### src/rtl/core/afc_pkg.sv
// Package for the box frustum cull core: widths, request codes, FSM states.
// No dependencies.
`default_nettype none
package afc_pkg;
    localparam int NUM_PLANES_DEF = 6;
    localparam int FRAC_BITS_DEF  = 16;
    localparam int WORD_W         = 32;

    typedef enum logic [1:0] {
        REQ_PLANE  = 2'd0,
        REQ_MATRIX = 2'd1,
        REQ_TEST   = 2'd2,
        REQ_NONE   = 2'd3
    } req_t;

    typedef enum logic [2:0] {
        ST_IDLE,
        ST_XRD,
        ST_XMUL,
        ST_XSUM,
        ST_PRD,
        ST_PMUL,
        ST_PSUM,
        ST_DONE
    } state_t;
endpackage
`default_nettype wire

### src/rtl/core/aabb_frustum_cull_core.sv
// Box frustum cull core: plane and matrix stores in memories, one shared
// multiplier, sequencer for transform and plane tests. Depends on afc_pkg.
//
// Usage:
// One input channel (valid/ready) carries load and test requests; one output
// channel (valid/ready) carries the visible flag, only for test requests.
// A plane load (req_type 0) writes four words, a matrix row load (req_type 1)
// three words; neither gives a result. Out-of-range slots and req_type 3
// are dropped.
// A test (req_type 2) works corner by corner. Each term is a memory read, a
// multiply and an accumulate; a coordinate is four terms (three products,
// then translation) and a plane is four terms (three products, then d).
// All terms share the single 32x32 multiplier and the one-word read port;
// every plane is run for every corner. The core takes no new item until
// the test has put its flag in the output register.
// While the receiver stalls the result waits in the output register; loads
// and one more test are still taken, and that test holds in its final state
// until the waiting result is transferred. Reset clears the sequencer and
// output valid; the memories are not cleared and must be written before use.
`default_nettype none
module aabb_frustum_cull_core
    import afc_pkg::*;
#(
    parameter int NUM_PLANES = NUM_PLANES_DEF,
    parameter int FRAC_BITS  = FRAC_BITS_DEF
) (
    input  wire logic                clk,
    input  wire logic                rst_n,
    input  wire logic                in_valid,
    output logic                     in_ready,
    input  wire logic [1:0]          req_type,
    input  wire logic [2:0]          slot,
    input  wire logic signed [31:0]  coef_0,
    input  wire logic signed [31:0]  coef_1,
    input  wire logic signed [31:0]  coef_2,
    input  wire logic signed [31:0]  coef_3,
    input  wire logic signed [31:0]  box_min_x,
    input  wire logic signed [31:0]  box_min_y,
    input  wire logic signed [31:0]  box_min_z,
    input  wire logic signed [31:0]  box_max_x,
    input  wire logic signed [31:0]  box_max_y,
    input  wire logic signed [31:0]  box_max_z,
    output logic                     out_valid,
    input  wire logic                out_ready,
    output logic                     visible
);
    localparam int PW  = (NUM_PLANES > 1) ? $clog2(NUM_PLANES) : 1;
    localparam int ACC_W = 68;

    // plane memory: one word per entry, written four-wide as four banks
    logic [WORD_W-1:0] plane_mem [4][NUM_PLANES];
    logic [WORD_W-1:0] mat_mem   [3][4];
    logic [WORD_W-1:0] prd_reg;
    logic [WORD_W-1:0] mrd_reg;

    state_t state_reg, state_next;
    logic [2:0]  corner_reg, corner_next;
    logic [1:0]  col_reg, col_next;
    logic [1:0]  term_reg, term_next;
    logic [PW-1:0] plane_reg, plane_next;
    logic [NUM_PLANES-1:0] seen_reg, seen_next;
    logic signed [WORD_W-1:0] bmin_reg [3];
    logic signed [WORD_W-1:0] bmax_reg [3];
    logic signed [WORD_W-1:0] wc_reg [3];
    logic signed [WORD_W-1:0] wc_next [3];
    logic signed [63:0] prod_reg;
    logic signed [ACC_W-1:0] acc_reg, acc_next;
    logic out_valid_next;
    logic vis_next;
    logic signed [WORD_W-1:0] mul_a;
    logic signed [WORD_W-1:0] mul_b;
    logic signed [ACC_W-1:0] xsum;
    logic signed [ACC_W-1:0] xsat;
    logic [1:0] rd_bank;
    logic [1:0] rd_row;
    logic accept;

    assign in_ready = (state_reg == ST_IDLE);
    assign accept   = in_valid && in_ready;

    // store writes
    always_ff @(posedge clk)
    begin
        if (accept && req_type == REQ_PLANE && {29'd0, slot} < NUM_PLANES)
        begin
            plane_mem[0][slot[PW-1:0]] <= coef_0;
            plane_mem[1][slot[PW-1:0]] <= coef_1;
            plane_mem[2][slot[PW-1:0]] <= coef_2;
            plane_mem[3][slot[PW-1:0]] <= coef_3;
        end
        if (accept && req_type == REQ_MATRIX && slot < 3'd4)
        begin
            mat_mem[0][slot[1:0]] <= coef_0;
            mat_mem[1][slot[1:0]] <= coef_1;
            mat_mem[2][slot[1:0]] <= coef_2;
        end
    end

    // registered reads, one word each per cycle
    assign rd_bank = term_reg;
    assign rd_row  = term_reg;
    always_ff @(posedge clk)
    begin
        prd_reg <= plane_mem[rd_bank][plane_reg];
        mrd_reg <= mat_mem[col_reg][rd_row];
    end

    // multiplier operands: corner coordinate and matrix word, or
    // transformed coordinate and plane word
    always_comb
    begin
        if (state_reg == ST_XMUL)
        begin
            unique case (term_reg)
                2'd0:    mul_a = corner_reg[2] ? bmax_reg[0] : bmin_reg[0];
                2'd1:    mul_a = corner_reg[0] ? bmax_reg[1] : bmin_reg[1];
                default: mul_a = corner_reg[1] ? bmax_reg[2] : bmin_reg[2];
            endcase
        end
        else
            mul_a = wc_reg[term_reg < 2'd3 ? term_reg : 2'd0];
    end
    assign mul_b = (state_reg == ST_XMUL) ? $signed(mrd_reg) : $signed(prd_reg);

    // transform sum: floor of product sum, plus translation, saturated
    assign xsum = (acc_reg >>> FRAC_BITS)
        + $signed({{(ACC_W-WORD_W){mrd_reg[WORD_W-1]}}, mrd_reg});
    always_comb
    begin
        if (xsum > ACC_W'(64'sh7FFFFFFF))
            xsat = ACC_W'(64'sh7FFFFFFF);
        else if (xsum < -ACC_W'(64'sh80000000))
            xsat = -ACC_W'(64'sh80000000);
        else
            xsat = xsum;
    end

    always_comb
    begin
        state_next     = state_reg;
        corner_next    = corner_reg;
        col_next       = col_reg;
        term_next      = term_reg;
        plane_next     = plane_reg;
        seen_next      = seen_reg;
        acc_next       = acc_reg;
        out_valid_next = out_valid;
        vis_next       = visible;
        for (int i = 0; i < 3; i++)
            wc_next[i] = wc_reg[i];
        if (out_valid && out_ready)
            out_valid_next = 1'b0;
        unique case (state_reg)
            ST_IDLE:
            begin
                if (accept && req_type == REQ_TEST)
                begin
                    state_next  = ST_XRD;
                    corner_next = '0;
                    col_next    = '0;
                    term_next   = '0;
                    acc_next    = '0;
                    seen_next   = '0;
                end
            end
            ST_XRD:  state_next = ST_XMUL;
            ST_XMUL:
            begin
                // product ready in prod_reg next cycle
                state_next = ST_XSUM;
            end
            ST_XSUM:
            begin
                if (term_reg == 2'd3)
                begin
                    wc_next[col_reg] = xsat[WORD_W-1:0];
                    acc_next = '0;
                    term_next = '0;
                    if (col_reg == 2'd2)
                    begin
                        col_next   = '0;
                        plane_next = '0;
                        state_next = ST_PRD;
                    end
                    else
                    begin
                        col_next   = col_reg + 2'd1;
                        state_next = ST_XRD;
                    end
                end
                else
                begin
                    acc_next  = acc_reg + ACC_W'(prod_reg);
                    term_next = term_reg + 2'd1;
                    state_next = ST_XRD;
                end
            end
            ST_PRD:  state_next = ST_PMUL;
            ST_PMUL: state_next = ST_PSUM;
            ST_PSUM:
            begin
                if (term_reg == 2'd3)
                begin
                    acc_next = acc_reg
                        + (ACC_W'($signed(prd_reg)) <<< FRAC_BITS);
                    term_next = '0;
                    state_next = ST_PRD;
                end
                else
                begin
                    acc_next  = acc_reg + ACC_W'(prod_reg);
                    term_next = term_reg + 2'd1;
                    state_next = ST_PRD;
                end
            end
            ST_DONE:
            begin
                // result goes out once the output register is free
                if (!out_valid || out_ready)
                begin
                    out_valid_next = 1'b1;
                    vis_next       = &seen_reg;
                    state_next     = ST_IDLE;
                end
            end
            default: state_next = ST_IDLE;
        endcase
        // plane finish handled by the wrap check below
        if (state_reg == ST_PSUM && term_reg == 2'd3)
        begin
            if (!acc_next[ACC_W-1])
                seen_next[plane_reg] = 1'b1;
            acc_next = '0;
            if (32'(plane_reg) == NUM_PLANES - 1)
            begin
                plane_next = '0;
                if (corner_reg == 3'd7)
                    state_next = ST_DONE;
                else
                begin
                    corner_next = corner_reg + 3'd1;
                    state_next  = ST_XRD;
                end
            end
            else
                plane_next = plane_reg + PW'(1);
        end
    end

    // shared multiplier, registered
    always_ff @(posedge clk)
    begin
        prod_reg <= mul_a * mul_b;
    end

    always_ff @(posedge clk)
    begin
        if (accept)
        begin
            bmin_reg[0] <= box_min_x;
            bmin_reg[1] <= box_min_y;
            bmin_reg[2] <= box_min_z;
            bmax_reg[0] <= box_max_x;
            bmax_reg[1] <= box_max_y;
            bmax_reg[2] <= box_max_z;
        end
        for (int i = 0; i < 3; i++)
            wc_reg[i] <= wc_next[i];
        acc_reg <= acc_next;
    end

    always_ff @(posedge clk or negedge rst_n)
    begin
        if (!rst_n)
        begin
            state_reg  <= ST_IDLE;
            corner_reg <= '0;
            col_reg    <= '0;
            term_reg   <= '0;
            plane_reg  <= '0;
            seen_reg   <= '0;
            out_valid  <= 1'b0;
            visible    <= 1'b0;
        end
        else
        begin
            state_reg  <= state_next;
            corner_reg <= corner_next;
            col_reg    <= col_next;
            term_reg   <= term_next;
            plane_reg  <= plane_next;
            seen_reg   <= seen_next;
            out_valid  <= out_valid_next;
            visible    <= vis_next;
        end
    end

    // checks
    a_no_accept_busy: assert property (@(posedge clk) disable iff (!rst_n)
        (state_reg != ST_IDLE) |-> !in_ready) else $error("accept while busy");
    a_done_out: assert property (@(posedge clk) disable iff (!rst_n)
        (state_reg == ST_DONE && (!out_valid || out_ready))
        |=> (out_valid && state_reg == ST_IDLE)) else $error("done without result");
    a_out_hold: assert property (@(posedge clk) disable iff (!rst_n)
        (out_valid && !out_ready) |=> (out_valid && $stable(visible)))
        else $error("result changed while stalled");
    a_plane_range: assert property (@(posedge clk) disable iff (!rst_n)
        32'(plane_reg) < NUM_PLANES) else $error("plane index out of range");
endmodule
`default_nettype wire
### config.mk
export PLATFORM = sky130hd
export DESIGN_NAME = aabb_frustum_cull_core
export DESIGN_NICKNAME = d
export VERILOG_FILES = /design/src/rtl/core/afc_pkg.sv /design/src/rtl/core/aabb_frustum_cull_core.sv
export SDC_FILE = /design/constraint.sdc
export NUM_CORES = 2
export LEC_CHECK = 0
export BUFFER_PORTS_ARGS = -buffer_cell sky130_fd_sc_hd__buf_4
export CORE_MARGIN = 2
export CORE_UTILIZATION = 65
export DETAILED_ROUTE_END_ITERATION = 16
export HOLD_SLACK_MARGIN = 0.05
export PLACE_DENSITY = 0.83
export SYNTH_ARGS = -nofsm -noshare
export SYNTH_HDL_FRONTEND = slang
export SYNTH_SLANG_ARGS = --single-unit
### constraint.sdc
create_clock -name clk -period 31.3 [get_ports clk]
set_input_delay 6.26 -clock clk [delete_from_list [all_inputs] [get_ports clk]]
set_output_delay 6.26 -clock clk [all_outputs]
set_load 0.02 [all_outputs]
# After elaboration in Yosys (flattened, before gate mapping)
# Memory sizes are Yosys's and may differ from the RTL's.
# Index checks and enable logic that the tools add are counted.
[word_totals] register_bits=217 mem_bits_rw=1440 input_bits=329 wordCells=160 n_memories=5
[op_classes] addsub=7 multipliers=1 order_cmp=15 n_eq_ne=16 n_mux=67 bitwise=6 reduce_logical=30
[mem_list] memory="plane_mem" words=4 word_bits=192 read_ports=1 rd_ports_with_merged_regs=0 write_ports=4 line="aabb_frustum_cull_core.sv:51" source="logic [WORD_W-1:0] plane_mem [4][NUM_PLANES];"
[mem_list] memory="mat_mem" words=3 word_bits=128 read_ports=1 rd_ports_with_merged_regs=0 write_ports=3 line="aabb_frustum_cull_core.sv:52" source="logic [WORD_W-1:0] mat_mem [3][4];"
[mem_list] memory="bmax_reg" words=3 word_bits=32 read_ports=3 rd_ports_with_merged_regs=0 write_ports=3 line="aabb_frustum_cull_core.sv:63" source="logic signed [WORD_W-1:0] bmax_reg [3];"
[mem_list] memory="bmin_reg" words=3 word_bits=32 read_ports=3 rd_ports_with_merged_regs=0 write_ports=3 line="aabb_frustum_cull_core.sv:62" source="logic signed [WORD_W-1:0] bmin_reg [3];"
[mem_list] memory="wc_reg" words=3 word_bits=32 read_ports=4 rd_ports_with_merged_regs=0 write_ports=3 line="aabb_frustum_cull_core.sv:64" source="logic signed [WORD_W-1:0] wc_reg [3];"
[ops] operator="2-to-1 mux 32 bit" n=14
[ops] operator="2-to-1 mux 68 bit" n=3
[ops] operator="one-hot mux 68 bit (3 select lines)" n=1
[ops] operator="2-to-1 mux 192 bit" n=1
[ops] operator="2-to-1 mux 96 bit" n=2
[ops] operator="demux 32 bit (select 2 bit)" n=2
[ops] operator="2-to-1 mux 128 bit" n=1
[ops] operator="binary-select mux 32 bit (select 3 bit)" n=1
[ops] operator="bitwise mux 96 bit" n=1
[ops] operator="demux 32 bit (select 3 bit)" n=1
[ops] operator="adder 68 x 48 -> 68 bit" n=1
[ops] operator="adder 68 x 64 -> 68 bit" n=1
[ops] operator="binary-select mux 32 bit (select 2 bit)" n=1
[ops] operator="multiplier 32 x 32 -> 64 bit" n=1
[ops] operator="one-hot mux 32 bit (2 select lines)" n=1
[ops] operator="adder 52 x 32 -> 53 bit" n=1
[ops] operator="greater-than comparator 53 x 32 -> 1 bit (second input constant)" n=1
[ops] operator="< comparator 53 x 32 -> 1 bit (second input constant)" n=1
[ops] operator="2-to-1 mux 3 bit" n=17
[ops] operator="2-to-1 mux 6 bit" n=4
[ops] operator="one-hot mux 3 bit (8 select lines)" n=1
[ops] operator="equality test 3 bit (second input constant)" n=6
[ops] operator="logical AND 1 bit" n=12
[ops] operator="2-to-1 mux 2 bit" n=5
[ops] operator="32 further kinds" n=62

# Logic depth before layout (Yosys ltp)
[logic_depth] word_depth=8 ltp_mapped=42 depth_no_buf=34

# Worst setup path before layout
# No wires, ideal clock.
[synth_path] path_kind="input-to-reg" start="in in_valid" end="mem plane_mem[0][100] (netlist name) (enable)" setup_time_ns=0.617 arrival_time_ns=16.260 required_time_ns=30.683 slack_ns=14.423 stages=4 path_cell_list="nand2_1 -> inv_1 -> nand3b_1 -> nor2_1"
[synth_lines] item="start, declared" line="aabb_frustum_cull_core.sv:29" source="input wire logic in_valid,"
[synth_lines] item="end, declared" line="aabb_frustum_cull_core.sv:51"

# Worst setup path after layout
[layout_path] start="reg term_reg[1], in the netlist rd_bank[1]" end="reg prod_reg[62]"
[layout_via] elab_chain_len=5
[layout_lines] item="start, declared" line="aabb_frustum_cull_core.sv:59" source="logic [1:0] term_reg, term_next;"
[layout_lines] item="start signal, assigned" line="aabb_frustum_cull_core.sv:290" source="term_reg <= term_next;"
[layout_lines] item="< comparator 2 bit" line="aabb_frustum_cull_core.sv:121" source="mul_a = wc_reg[term_reg < 2'd3 ? term_reg : 2'd0];"
[layout_lines] item="2-to-1 mux 2 bit" line="aabb_frustum_cull_core.sv:121"
[layout_lines] item="memory read (3 x 32 bit)"
[layout_lines] item="2-to-1 mux 32 bit *" line="aabb_frustum_cull_core.sv:112" source="if (state_reg == ST_XMUL)"
[layout_lines] item="multiplier 32 x 32 -> 64 bit *" line="aabb_frustum_cull_core.sv:253" source="prod_reg <= mul_a * mul_b;"
[layout_lines] item="end signal, assigned" line="aabb_frustum_cull_core.sv:253"
[layout_lines] item="end, declared" line="aabb_frustum_cull_core.sv:66" source="logic signed [63:0] prod_reg;"
# Mark *: on every way between the ends. The rest lies on a longest branch, timed or not.
# A chain may end at the register's enable or synchronous reset.

==> impl_metrics.json <==
{
  "status": "finished, final reports clean",
  "port_buffers": 331,
  "fin_crit_sh_pct": 38.4,
  "hold_viol": 0,
  "clk_pin_slew_ns": 0.06,
  "synth.distinct_cells": 87,
  "ys_top_cells_by_count": "1440 x edfxtp_1, 1084 x fa_1, 1020 x inv_1, 843 x nand2_1, 677 x nor2_1",
  "cpPeakStageDelay_ns": 1.01,
  "synthXorXnorAreaFrac_pct": 1.48,
  "crit_path_start": "rd_bank[1]",
  "wl_per_cell_um": 27.6,
  "hold_start": "acc_reg[2]",
  "grt_overflow": 0,
  "coreArea_mm2": 0.160,
  "synth.area.mux_share_pct": 8.97,
  "synth_area_mm2": 0.104,
  "startpoint_type": "flip-flop",
  "drc": 0,
  "grt_max_degree": 122,
  "drt_iter0_markers": 7933,
  "final_area_mm2": 0.115,
  "relSlewSlack_pct": 5.05,
  "fin_tns_setup_ns": 0,
  "rsz0062_at_grt": "false",
  "yosysSeqAreaShare_pct": 45.7,
  "peakVddDrop_uv": 58.6,
  "hp-class": "reg -> reg",
  "grt_pass1_vias": 72799,
  "regArea_mm2": 0.0477,
  "drtPass1Iterations": 8,
  "p_comb_share_pct": 1.3,
  "cellLeakagePower_nw": 45.1,
  "synthFlopType": "edfxtp_1",
  "p_seq_share_pct": 54.1,
  "worstPathBufferInverterCount": 5,
  "largest_register_ffs": 768,
  "synth_top_family_by_area": "adder cells",
  "multi_input_area_mm2": 0.0517,
  "setup_violations": 0,
  "yosysWarnings": 0,
  "cp_max_fo": 64,
  "synth_seq_cells": 1657,
  "vias": 68611,
  "tightest_slew_ns": 1.40,
  "ios": 332,
  "synth_compound_area_share_pct": 6.34,
  "crit_family": "adder cells",
  "nNetsFinal": 10206,
  "clock_power_share_pct": 44.6,
  "power.switching_mw": 0.906,
  "synth_fa_ha_area_share_pct": 25.1,
  "crit_slowest_cell": "o21a_1",
  "async_flop_share_pct": 1.27,
  "cp_common_cell": "fa_1",
  "avgSynthCellArea_um2": 12.7,
  "clockBufferDepth": 3,
  "grt_util_all_layers_pct": 37.0,
  "worstSkewPairLatency_ns": 0.85,
  "p_int_mw": 3.51,
  "synth.area.top_cells": "edfxtp_1 41%, fa_1 21%, mux4_2 5.5%",
  "placed_area_mm2": 0.109,
  "path_class": "reg -> reg",
  "synth-edff-count": 1440,
  "skew_ns": 0.0765,
  "p_sw_share_pct": 20.5,
  "cts_tree": "done",
  "gp_congestion": 0.997,
  "r2r-start": "rd_bank[1]",
  "synth_top_area_cell": "edfxtp_1",
  "initial_utilization_pct": 65.3,
  "hold_buffers": 0,
  "crit_path_end_kind": "flip-flop",
  "crit_arrival_ns": 12.69,
  "fin_crit_ns": 12.03,
  "root_buffer": "clkbuf_16",
  "synth.most_common_cell": "edfxtp_1",
  "grt_pass1_wl_um": 446000,
  "synth_top_area_share_pct": 41.4,
  "hold_ws_ns": 0.459,
  "postCtsSetupBuffers": 0,
  "cts-buffers-inserted": 161,
  "die_w_um": 405,
  "ant_nets": 0,
  "synthSimpleGateAreaFrac_pct": 7.32,
  "fill_cells": 10037,
  "dp_hpwl_um": 203000,
  "num_rows": 147,
  "max_freq_mhz": 83.1,
  "htreeDepth": 4,
  "cts_resized": 0,
  "drv_slew": 0,
  "vias_per_cell": 6.44,
  "wl_um": 295000,
  "drv_cap": 0,
  "area_growth_pct": 9.84,
  "postSynthCellCount": 8206,
  "critPathRequiredTime_ns": 31.97,
  "power_density_mw_per_mm2": 38.5,
  "fp.dieH_um": 405,
  "die_area_mm2": 0.164,
  "drive_gt1_share_pct": 13.2,
  "synth_nets": 9981,
  "antenna_found_initial": 21,
  "clock_sinks": 1657
}
[cell families after synthesis]
family	Yosys count
AO/OA/AOI/OAI	1059
XOR/XNOR	177
adder cells (fa/ha/maj)	1446
buffers and inverters	1420
flip-flops	1657
multiplexers	605
AND/OR/NAND/NOR	1842
[through the flow]
| stage | power [mW] | util, % | worst slack, ns | cells |
|---|---|---|---|---|
| CTS | 4.44 | 71.7 | 19.40 | 10652 |
| global placement | 2.50 | 68.3 | 19.68 | 10354 |
| floorplan | 2.44 | - | 14.42 | 8206 |
| global route | 4.51 | 71.7 | 18.75 | 10657 |
| detailed placement | 2.50 | 68.3 | 19.47 | 10354 |
| finish | 4.42 | 71.7 | 19.27 | 10662 |
[cell usage in the layout, fill, tap and decap left out, types with 38 or more instances in the layout]
| master | instances |
|---|---|
| o21a_1 | 54 |
| o22ai_1 | 38 |
| mux2i_1 | 240 |
| a21oi_1 | 239 |
| mux4_2 | 256 |
| o21ai_0 | 304 |
| nor3_1 | 67 |
| ha_1 | 358 |
| nand4_1 | 47 |
| nand3_1 | 51 |
| a21o_1 | 111 |
| dfxtp_1 | 196 |
| xnor2_1 | 103 |
| mux2_2 | 89 |
| buf_4 | 458 |
| clkbuf_16 | 163 |
| nand2_1 | 842 |
| fa_1 | 1084 |
| o21ai_1 | 63 |
| nor2_1 | 666 |
| inv_1 | 1019 |
| edfxtp_1 | 1440 |
| xor2_1 | 74 |
[metal layers]
metal  part of all wire (%)  track usage [%]  up-vias  wire length [um]
li1                       -                -    28626                 -
met1                     35             46.9    34628            103000
met2                     48             60.4     4391            143000
met3                     11             8.72      940             32000
met4                    5.6             17.9       26             16600
met5                  0.055                0        -               161
[power by group through the flow]
stage / registers [mW] / clock network, mW / logic (mW)
after global routing: 2.39 / 2.06 / 0.0610
after CTS: 2.39 / 1.98 / 0.0569
final: 2.39 / 1.97 / 0.0571
after floorplan: 2.44 / 0 / 0.000340
after global placement: 2.44 / 0 / 0.0538
after detailed placement: 2.44 / 0 / 0.0558
[worst paths after layout]
kind,end,slack (ns),cells past startpoint
min in group asynchronous,seen_reg[3],5.30,1
max,prod_reg[62],19.27,31
max in group asynchronous,rd_bank[0],25.67,1
min reg2reg,acc_reg[2],0.46,2
min,acc_reg[2],0.46,2
max reg2reg,prod_reg[62],19.27,31
[cell type report]
| type | instances | share of cell area, % |
|---|---|---|
| timing repair buffer | 459 | 3.01 |
| antenna | 10 | 0.0218 |
| tap | 2086 | 2.27 |
| clock inverter | 92 | 0.897 |
| clock buffer | 206 | 3.78 |
| inverter | 1023 | 3.35 |
| multi-input combinational | 5129 | 45.1 |
| sequential | 1657 | 41.6 |
[worst min-delay path: stages, from the launching register on]
cell,delay [ns]
dfxtp_1,0.33
nand2_1,0.04
o21ai_0,0.06
Power figures use the tool's default switching activity.
